[src/rtl/tli_pkg.sv]
package tli_pkg;

  localparam int KeyW   = 24;
  localparam int ValW   = 26;
  localparam int SlotW  = 4;
  localparam int CountW = 5;
  localparam int ProdW  = KeyW + ValW;
  localparam int StepW  = $clog2(ValW);
  localparam int AddrW  = 3;
  localparam int DataW  = 32;

  localparam logic [CountW-1:0] CountReset = 5'd14;
  localparam logic [CountW-1:0] CountMin   = 5'd2;

  // Register index as seen in paddr above the byte offset.
  localparam logic [AddrW-3:0] RegEntryCount = 1'b0;

  typedef enum logic [0:0] {
    ModeLoad  = 1'b0,
    ModeQuery = 1'b1
  } tli_mode_e;

  typedef enum logic [2:0] {
    StIdle,
    StMul,
    StDiv,
    StFin,
    StDone
  } tli_state_e;

  typedef struct packed {
    tli_mode_e         mode;
    logic [SlotW-1:0]  slot;
    logic [KeyW-1:0]   entry_key;
    logic [ValW-1:0]   entry_value;
    logic [KeyW-1:0]   query_altitude;
  } tli_in_t;

  typedef struct packed {
    logic [ValW-1:0] mach_speed;
    logic            out_of_range;
  } tli_out_t;

  // Query packet that walks the row of cells.
  typedef struct packed {
    logic            valid;
    logic [KeyW-1:0] alt;
    logic            match;
    logic            clamp;
    logic            brk;
    logic [ValW-1:0] rval;
    logic [KeyW-1:0] prev_key;
    logic [ValW-1:0] prev_val;
    logic [KeyW-1:0] x0;
    logic [ValW-1:0] y0;
    logic [KeyW-1:0] x1;
    logic [ValW-1:0] y1;
  } tli_pkt_t;

  typedef struct packed {
    logic used;
    logic first;
    logic last;
    logic we;
  } tli_cell_ctrl_t;

  typedef struct packed {
    logic            direct;
    logic            flag;
    logic [ValW-1:0] rval;
    logic [KeyW-1:0] alt;
    logic [KeyW-1:0] x0;
    logic [ValW-1:0] y0;
    logic [KeyW-1:0] x1;
    logic [ValW-1:0] y1;
  } tli_job_t;

  typedef struct packed {
    logic idle;
    logic done;
  } tli_stat_t;

endpackage

[src/rtl/tli_cell.sv]
module tli_cell import tli_pkg::*; (
  input  logic                 clk_i,
  input  logic                 rst_ni,
  input  tli_cell_ctrl_t       ctrl_i,
  input  logic [KeyW-1:0]      key_i,
  input  logic [ValW-1:0]      value_i,
  input  tli_pkt_t             pkt_i,
  output tli_pkt_t             pkt_o
);

  logic [KeyW-1:0] key_q;
  logic [ValW-1:0] val_q;
  logic            valid_q;
  tli_pkt_t        pkt_d;
  tli_pkt_t        pkt_q;

  always_ff @(posedge clk_i) begin
    if (ctrl_i.we) begin
      key_q <= key_i;
      val_q <= value_i;
    end
  end

  always_comb begin
    pkt_d          = pkt_i;
    pkt_d.prev_key = key_q;
    pkt_d.prev_val = val_q;
    if (ctrl_i.used) begin
      // An exact hit in a lower slot wins and overrides any earlier clamp.
      priority if (!pkt_i.match && (key_q == pkt_i.alt)) begin
        pkt_d.match = 1'b1;
        pkt_d.rval  = val_q;
      end else if (!pkt_i.match && !pkt_i.clamp && ctrl_i.first &&
                   (pkt_i.alt < key_q)) begin
        pkt_d.clamp = 1'b1;
        pkt_d.rval  = val_q;
      end else if (!pkt_i.match && !pkt_i.clamp && ctrl_i.last &&
                   (pkt_i.alt > key_q)) begin
        pkt_d.clamp = 1'b1;
        pkt_d.rval  = val_q;
      end
      // The first key above the query closes the bracket with its left neighbor.
      if (!pkt_i.brk && !ctrl_i.first && (key_q > pkt_i.alt)) begin
        pkt_d.brk = 1'b1;
        pkt_d.x0  = pkt_i.prev_key;
        pkt_d.y0  = pkt_i.prev_val;
        pkt_d.x1  = key_q;
        pkt_d.y1  = val_q;
      end
    end
  end

  always_ff @(posedge clk_i or negedge rst_ni) begin
    if (!rst_ni) begin
      valid_q <= 1'b0;
    end else begin
      valid_q <= pkt_d.valid;
    end
  end

  always_ff @(posedge clk_i) begin
    pkt_q <= pkt_d;
  end

  always_comb begin
    pkt_o       = pkt_q;
    pkt_o.valid = valid_q;
  end

endmodule

[config.mk]
export PLATFORM = sky130hd
export DESIGN_NAME = tli_cell
export DESIGN_NICKNAME = d
export VERILOG_FILES = /design/src/rtl/tli_pkg.sv /design/src/rtl/tli_cell.sv
export SDC_FILE = /design/constraint.sdc
export NUM_CORES = 1
export LEC_CHECK = 0
export ABC_AREA = 1
export BUFFER_PORTS_ARGS = -buffer_cell sky130_fd_sc_hd__buf_2
export CORE_AREA = 2 2 181 183
export DETAILED_ROUTE_END_ITERATION = 6
export DIE_AREA = 0 0 183 185
export GPL_TIMING_DRIVEN = 0
export SLEW_MARGIN = 20
export SYNTH_ARGS = -nofsm -noshare
export SYNTH_HDL_FRONTEND = slang
export SYNTH_SLANG_ARGS = --single-unit
[constraint.sdc]
create_clock -name clk_i -period 1.83 [get_ports clk_i]
set_input_delay 0.366 -clock clk_i [delete_from_list [all_inputs] [get_ports clk_i]]
set_output_delay 0.366 -clock clk_i [all_outputs]
set_load 0.005 [all_outputs]
==> flow_metrics.py <==
metrics = {
    "drt": {
        "firstDrtPassIters": 4,
        "drt-wirelength-per-cell_um": 16.1,
        "drc_errors": 0,
        "viasPerCell": 4.08,
        "vias": 7466,
        "ant_nets": 0,
        "wl_um": 29500,
        "drt_iter0_markers": 252,
    },
    "cells_and_area": {
        "final_cells": 1831,
        "final_nets": 1684,
        "nFillCells": 3091,
        "drive_gt1_share_pct": 45.4,
        "area_growth_pct": 67.9,
    },
    "sta": {
        "hold_violations": 0,
        "setup_viol": 128,
        "skew_ps": 13.4,
        "fin_crit_ps": 2230,
        "worst_pin_slew_ps": 789,
        "slew_headroom_pct": 47.4,
        "drv_slew": 0,
        "fmax_mhz": 449,
        "fin_crit_sh_pct": 122,
        "rsz0062_at_grt": "true",
        "fin_setup_tns_ps": -39640,
        "layout_setup_ws_ps": -400,
    },
    "yosys": {
        "synth_area_leaders": "dfxtp_1 (50%), edfxtp_1 (19%), nand2_1 (8.7%)",
        "netlist_area_um2": 8110,
        "syn_inst": 793,
        "ys_warn_count": 0,
        "seq_area_frac_synth_pct": 68.9,
        "synth_top_cell_area_share_pct": 50.1,
        "synth_nets": 1077,
        "syn_area_per_cell_um2": 10.2,
        "synth.distinct_cells": 22,
        "yosys_register_bits": 254,
        "synth_top_cell_by_area": "dfxtp_1",
    },
    "power_and_ir_drop": {
        "peakVddDrop_mv": 0.606,
        "power.density_nw_per_um2": 1010,
        "p_leak_nw": 7.07,
        "finalPower_mw": 13.7,
    },
    "global_routing": {
        "gr-total-overflow": 0,
        "busiest_layer": "met2",
        "antenna_found_initial": 1,
        "first_global_vias": 7536,
        "gr-usage-met3_pct": 4.31,
        "grt_use_total_pct": 16.1,
        "use_met1_pct": 19.1,
        "grt_use_met2_pct": 28.5,
        "grt_max_degree": 51,
        "grt_pass1_wl_um": 41600,
    },
    "setup_path": {
        "critPathMaxFanout": 5,
        "critPathCaptureType": "flip-flop",
        "worstPathArrival_ps": 2660,
        "critical_path_class": "reg2reg",
        "cp-start-kind": "flip-flop",
        "cp.required_ps": 2260,
        "timing.reg2reg.setup_slack_ps": -400,
    },
    "placed_design": {
        "numPortBuffers": 463,
        "post-place-ws_ps": -792,
        "finalWeightedCongestion": 0.796,
        "place_hpwl_um": 21400,
        "place_inst": 1664,
    },
    "clock_tree": {
        "clk_latency_ps": 540,
        "cts_num_sinks": 254,
        "cts.clk_slew.worst_paths_ps": 60,
        "clockRootBuffer": "clkbuf_16",
        "htree_levels": 1,
        "clock_path_buffers": 3,
        "numCtsBuffers": 28,
        "cts_tree": "built",
    },
    "die": {
        "ios": 464,
        "die_h_um": 185,
        "coreArea_um2": 32000,
        "rows": 66,
        "die_x_um": 183,
        "start_util_pct": 25.3,
        "die-area_um2": 33900,
    },
    "worst_hold_path": {
        "hold_path_class": "in2reg",
    },
    "run_status": {
        "status": "finished, violations left",
        "failed_checks": "setup timing",
    },
    "run": {
        "maxCapViolCount": 0,
    },
}
-- worst max-delay path, stage by stage, from the launching register on --
cell and delay (ps):
edfxtp_1 410, ha_1 310, nand2_1 100, nor2_4 150, nand2_4 90, nor2_4 160
nand2_2 90, nand4_1 180, nand3_4 180, buf_12 190, buf_16 130, nand3_2 50
nand2_1 80
-- report_power, final --
part	switching (mW)	internal, mW	leakage [nW]
Sequential	0.166	6.16	2.21
Clock	2.29	3.39	0.470
Combinational	0.821	0.880	4.39
-- cells by family (layout without fill, tap and decap cells) --
family / after synthesis / in the layout / synth area share, %
and+or+nand+nor: 235 / 235 / 12.0
buffers and inverters: 168 / 797 / 8.42
DFF: 254 / 254 / 68.9
AOI/OAI and AO/OA: 112 / 112 / 6.97
other: 0 / 1 / 0
adders and majority gates: 24 / 24 / 3.70
-- cell usage in the layout, fill, tap and decap left out, types with 8 or more instances in the layout --
master,instances
buf_2,462
dfxtp_1,203
nand2_1,139
inv_1,138
dlygate4sd3_1,88
o21ai_1,83
edfxtp_1,50
nand2_2,36
clkbuf_16,30
buf_4,24
ha_1,22
nand3_1,18
buf_6,18
nand2_4,12
o21ai_2,11
nand3_2,10
o21ai_0,8
-- stage by stage --
step / util, % / cell area [um^2] / hold slack (ps)
floorplan: - / 8130 / 70.4
global placement: 34.2 / 11000 / 141
detailed placement: 34.2 / 11000 / 142
CTS: 41.7 / 13400 / 0.413
global route: 42.5 / 13600 / 5.00
finish: 42.5 / 13600 / 32.6
-- cell type report --
cell class,count,area [um^2],area share (%)
flip-flops and latches,254,5590,41.1
diodes,1,2.50,0.0184
clock inverters,11,83.8,0.616
inverters,138,518,3.80
repair buffers,578,3490,25.7
multi-input cells,371,2220,16.3
plain buffers,29,335,2.46
well taps,408,510,3.75
clock buffers,41,862,6.33
-- state kept, by name, indices dropped and copies added, names as in the netlist --
name,flops
pkt_o,203
val_q,26
key_q,24
valid_q,1
-- synth_stat cells (all sizes together) --
cell / count
a21o: 2
a21oi: 8
buf: 26
clkbuf: 4
dfrtp: 1
dfxtp: 203
edfxtp: 50
ha: 24
inv: 138
nand2: 188
nand3: 33
nand4: 3
nor2: 10
nor3: 1
o21ai: 102
-- path summary, 6_finish.rpt --
kind / from / end / depth (start not counted)
max in group asynchronous: rst_ni / valid_q / 2
min in group asynchronous: rst_ni / valid_q / 2
max reg2reg: key_q[23] / pkt_o[162] / 12
min reg2reg: key_q[0] / pkt_o[126] / 0
max: key_q[23] / pkt_o[162] / 12
min: pkt_i[177] / pkt_o[177] / 3
-- routing by layer --
metal,vias to the layer above,share of wire (%)
li1,3701,-
met1,3434,41
met2,283,49
met3,48,7.7
met4,0,2.6
met5,-,0
-- repair_timing --
item / in CTS / in global routing
pin swaps: 9 / 17
hold buffers: 88 / 0
cloned: 3 / 0
endpoints found under the hold margin: 88 / 0
endpoints found under the setup margin: 128 / 129
setup buffers: 15 / 9
gates resized for setup: 103 / 58
(Power assumes the default switching activity.)
