==> src/rtl/tli_pkg.sv <==
package tli_pkg;

  localparam int KeyW   = 24;
  localparam int ValW   = 26;
  localparam int SlotW  = 4;
  localparam int CountW = 5;
  localparam int ProdW  = KeyW + ValW;
  localparam int StepW  = $clog2(ValW);
  localparam int AddrW  = 3;
  localparam int DataW  = 32;

  localparam logic [CountW-1:0] CountReset = 5'd14;
  localparam logic [CountW-1:0] CountMin   = 5'd2;

  // Register index as seen in paddr above the byte offset.
  localparam logic [AddrW-3:0] RegEntryCount = 1'b0;

  typedef enum logic [0:0] {
    ModeLoad  = 1'b0,
    ModeQuery = 1'b1
  } tli_mode_e;

  typedef enum logic [2:0] {
    StIdle,
    StMul,
    StDiv,
    StFin,
    StDone
  } tli_state_e;

  typedef struct packed {
    tli_mode_e         mode;
    logic [SlotW-1:0]  slot;
    logic [KeyW-1:0]   entry_key;
    logic [ValW-1:0]   entry_value;
    logic [KeyW-1:0]   query_altitude;
  } tli_in_t;

  typedef struct packed {
    logic [ValW-1:0] mach_speed;
    logic            out_of_range;
  } tli_out_t;

  // Query packet that walks the row of cells.
  typedef struct packed {
    logic            valid;
    logic [KeyW-1:0] alt;
    logic            match;
    logic            clamp;
    logic            brk;
    logic [ValW-1:0] rval;
    logic [KeyW-1:0] prev_key;
    logic [ValW-1:0] prev_val;
    logic [KeyW-1:0] x0;
    logic [ValW-1:0] y0;
    logic [KeyW-1:0] x1;
    logic [ValW-1:0] y1;
  } tli_pkt_t;

  typedef struct packed {
    logic used;
    logic first;
    logic last;
    logic we;
  } tli_cell_ctrl_t;

  typedef struct packed {
    logic            direct;
    logic            flag;
    logic [ValW-1:0] rval;
    logic [KeyW-1:0] alt;
    logic [KeyW-1:0] x0;
    logic [ValW-1:0] y0;
    logic [KeyW-1:0] x1;
    logic [ValW-1:0] y1;
  } tli_job_t;

  typedef struct packed {
    logic idle;
    logic done;
  } tli_stat_t;

endpackage

==> src/rtl/tli_interp.sv <==
module tli_interp import tli_pkg::*; (
  input  logic      clk_i,
  input  logic      rst_ni,
  input  logic      start_i,
  input  tli_job_t  job_i,
  input  logic      res_ready_i,
  output tli_stat_t stat_o,
  output tli_out_t  res_o
);

  tli_state_e       state_q, state_d;
  logic             neg_q;
  logic [ValW-1:0]  diff_q;
  logic [KeyW-1:0]  off_q;
  logic [KeyW-1:0]  span_q;
  logic [ValW-1:0]  y0_q;
  logic [ProdW-1:0] prod;
  logic [KeyW-1:0]  rem_q;
  logic [ValW-1:0]  dvd_q;
  logic [StepW-1:0] cnt_q;
  logic [KeyW:0]    trial;
  tli_out_t         res_q;

  assign prod  = ProdW'(diff_q) * ProdW'(off_q);
  assign trial = {rem_q, dvd_q[ValW-1]} - {1'b0, span_q};

  always_comb begin
    state_d = state_q;
    unique case (state_q)
      StIdle: begin
        if (start_i) begin
          state_d = job_i.direct ? StDone : StMul;
        end
      end
      StMul: state_d = StDiv;
      StDiv: begin
        if (cnt_q == StepW'(ValW - 1)) begin
          state_d = StFin;
        end
      end
      StFin: state_d = StDone;
      StDone: begin
        if (res_ready_i) begin
          state_d = StIdle;
        end
      end
      default: state_d = StIdle;
    endcase
  end

  always_comb begin
    stat_o.idle = (state_q == StIdle);
    stat_o.done = (state_q == StDone);
  end

  always_ff @(posedge clk_i or negedge rst_ni) begin
    if (!rst_ni) begin
      state_q <= StIdle;
    end else begin
      state_q <= state_d;
    end
  end

  always_ff @(posedge clk_i) begin
    unique case (state_q)
      StIdle: begin
        res_q.mach_speed   <= job_i.rval;
        res_q.out_of_range <= job_i.flag;
        neg_q  <= (job_i.y1 < job_i.y0);
        diff_q <= (job_i.y1 < job_i.y0) ? (job_i.y0 - job_i.y1) : (job_i.y1 - job_i.y0);
        off_q  <= job_i.alt - job_i.x0;
        span_q <= job_i.x1 - job_i.x0;
        y0_q   <= job_i.y0;
      end
      StMul: begin
        // The quotient is below the value difference, so the top bits start below span.
        rem_q <= prod[ProdW-1:ValW];
        dvd_q <= prod[ValW-1:0];
        cnt_q <= '0;
      end
      StDiv: begin
        if (!trial[KeyW]) begin
          rem_q <= trial[KeyW-1:0];
          dvd_q <= {dvd_q[ValW-2:0], 1'b1};
        end else begin
          rem_q <= {rem_q[KeyW-2:0], dvd_q[ValW-1]};
          dvd_q <= {dvd_q[ValW-2:0], 1'b0};
        end
        cnt_q <= cnt_q + StepW'(1);
      end
      StFin: begin
        res_q.mach_speed   <= neg_q ? (y0_q - dvd_q) : (y0_q + dvd_q);
        res_q.out_of_range <= 1'b0;
      end
      StDone: begin
        res_q <= res_q;
      end
      default: begin
        res_q <= res_q;
      end
    endcase
  end

  assign res_o = res_q;

endmodule

==> config.mk <==
export PLATFORM = sky130hd
export DESIGN_NAME = tli_interp
export DESIGN_NICKNAME = d
export VERILOG_FILES = /design/src/rtl/tli_pkg.sv /design/src/rtl/tli_interp.sv
export SDC_FILE = /design/constraint.sdc
export NUM_CORES = 2
export LEC_CHECK = 0
export ABC_AREA = 1
export BUFFER_PORTS_ARGS = -buffer_cell sky130_fd_sc_hd__clkbuf_2
export CORE_ASPECT_RATIO = 0.9
export CORE_MARGIN = 2
export CORE_UTILIZATION = 50
export DETAILED_ROUTE_END_ITERATION = 10
export PLACE_DENSITY = 0.74
export SLEW_MARGIN = 20
export SYNTH_ARGS = -nofsm -noshare
export SYNTH_HDL_FRONTEND = slang
export SYNTH_SLANG_ARGS = --single-unit
==> constraint.sdc <==
create_clock -name clk_i -period 7.4 [get_ports clk_i]
set_input_delay 1.48 -clock clk_i [delete_from_list [all_inputs] [get_ports clk_i]]
set_output_delay 1.48 -clock clk_i [all_outputs]
set_load 0.02 [all_outputs]
==> metrics.txt <==
most frequent cells in the layout nand2_1 (1,733), inv_1 (1,468), fa_1 (532), ha_1 (325), nor2_1 (268); Sink Count 186; data required time of the worst path roughly 7.7 ns; Final Hold Slack about 0.59 ns; # rows between 90 and 100; post-DR wirelength/cell about 17 um; crit path launch type flip-flop; sequential share of the synthesized area 14.1%; largest net degree at the start of global routing roughly 100; first-pass GRT wire length roughly 190 mm; total CTS buffers 17; post-synthesis cell count 5,573; worst-path maximum fanout 15; Syn Area/Cell 7.07 um2; global routing met2 resource utilization 48.9%; Die Y-Extent 270 um; final count of negative-setup-slack endpoints 0; clock buffer depth 2; clk_lat worst skew between 0.5 and 0.6 ns; Core Region around 78,000 um2; Worst-Margin Slew ~1 ns; Area growth syn-to-layout 7.52%; share of post-route cells with drive strength above 1 6.35%; gpl congestion slightly below 1; Async SR Flop Fraction 1.61%; vias post-DR roughly 35,000; total track usage just under 30%; final hold violations 0; Total Wirelength 118 mm; main area contributors after synthesis fa_1 (27%), nand2_1 (17%), inv_1 (14%); vias in the first global route around 35,000; Clock Pin Slew Worst Setup and Hold Paths 0.09 ns; relative max-transition margin between 30% and 40%; nets roughly 6,700; layer with the highest usage met2; initial antenna violation count 0; root buffer cell clkbuf_16; Final WS setup about 0.19 ns; Pins Over Slew Limit 0; Mapped Area roughly 39,000 um2; Max Cap Viol 0; CTS tree built; vias per inst between 5 and 6; Synth cell types between 40 and 50; status finished, final reports clean; Initial Util 50.5%; die area between 80,000 and 90,000 um2; Synth Net Count 6,586; M1 GR Usage 40.2%; period utilization slightly below 100%; DP HPWL 100 mm; Tightest Hold Check Type reg2reg; top-area cell type share of the netlist area 27.0%; First DRT Iteration DRCs 2,855; Largest stage delay, worst path 0.81 ns; RSZ-0062 raised after global routing no; Yosys reg bits roughly 190; Pre-Repair DR Iteration Count 5; n_diodes 0; ys flop type edfxtp_1; crit path kind reg2reg; final-layout fill cell count ~7,600; DRC 0; Worst EP arrival about 7.5 ns; Die W ~300 um; Tmin final a little over 7 ns; CTS Hold Bufs 0; I/O Buffers about 180; clk_skew roughly 0.020 ns; DRT antenna net count 0; Yosys warning count 0; fmax roughly 140 MHz; grt ovf 0; Yosys top cell by area fa_1; kind of cell adding the most delay to the critical path adder cells; Crit. End Element flip-flop; setup tns final 0 ns; number of flops mapped to enable cells by yosys approximately 180; H-tree levels 4; sum of buffers and inverters on the critical path 7; slowest CP cell edfxtp_1; io pins about 190; dpl ws approximately 0.12 ns; commonest non-fill, non-tap cell in the layout nand2_1; routing usage on met3 3.46%
==> per-stage QoR <==
step | instances | utilization, % | area [um2]
floorplan | 5573 | - | 39400
global placement | 6710 | 53.3 | 41600
detailed placement | 6710 | 53.3 | 41600
CTS | 6742 | 54.2 | 42200
global route | 6753 | 54.3 | 42300
finish | 6753 | 54.3 | 42300
==> state kept, by name (all words and copies together) (netlist names) <==
| name | flops |
|---|---|
| cnt_q | 5 |
| neg_q | 1 |
| rem_q | 24 |
| res_o | 27 |
| state_q | 3 |
| y0_q | 26 |
| diff_q | 26 |
| dvd_q | 26 |
| off_q | 24 |
| span_q | 24 |
==> synth_stat cells, types with 4 or more instances <==
library cell  number
a21oi_1          185
a31oi_1           11
fa_1             532
or2_2              9
o21ai_1            8
nand4_1           50
a211oi_1           4
nand3_1          227
buf_2             13
nor3_1            22
xor2_1            77
nand2_2           17
nor2_2             9
ha_1             325
edfxtp_1         183
o21ai_0          125
nor2_1           271
inv_1           1469
nand2_1         1733
inv_2              4
o21bai_1          18
clkbuf_1         138
buf_4              7
nor4_1             7
nand3b_1          20
xnor2_1           60
a21o_1            12
==> layout make-up <==
class | instances | area [um2] | share of cell area [%]
Clock buffer | 17 | 425 | 1.00
Timing Repair Buffer | 274 | 1690 | 3.99
Clock inverter | 15 | 224 | 0.529
Multi-Input combinational cell | 3748 | 27600 | 65.2
Inverter | 1474 | 5540 | 13.1
Sequential cell | 186 | 5570 | 13.2
Tap cell | 1039 | 1300 | 3.07
==> path summary, 6_finish.rpt <==
path / cells after the start / slack (ns) / from / to
max: 26 / 0.19 / off_q[10] / rem_q[13]
min: 3 / 0.59 / state_q[0] / state_q[0]
max reg2reg: 26 / 0.19 / off_q[10] / rem_q[13]
min reg2reg: 3 / 0.59 / state_q[0] / state_q[0]
max in group asynchronous: 1 / 6.52 / rst_ni / state_q[2]
min in group asynchronous: 1 / 0.75 / rst_ni / state_q[0]
==> timing repair <==
item                                    in CTS  in global routing
resized for setup                            0                  1
endpoints found under the setup margin       0                  3
setup buffers                                0                 11
==> layer usage <==
layer  part of all wire (%)  routed length (um)
met1                     43               50000
met2                     47               55200
met3                    7.1                8300
met4                    3.5                4080
met5                      0                   0
==> worst register-to-register path: cells and delay by family (launching register included) <==
| family | cells | cell delay, ns |
|---|---|---|
| and+or+nand+nor | 11 | 1.50 |
| DFF | 1 | 0.81 |
| adders and majority gates | 8 | 3.95 |
| buffers and inverters | 7 | 0.70 |
==> cell families (layout without fill, tap and decap cells) <==
group	count (synthesis)	count (layout)	synth area share [%]
AND/OR/NAND/NOR	2376	2376	24.4
flip-flops	186	186	14.1
AO/OA/AOI/OAI	378	378	5.17
buffers and inverters	1639	1780	15.8
XOR/XNOR	137	137	3.05
adder cells (fa/ha/maj)	857	857	37.4
Power is not shown: default switching activity piles up to over one toggle a cycle in this logic, so the estimate is an artifact.
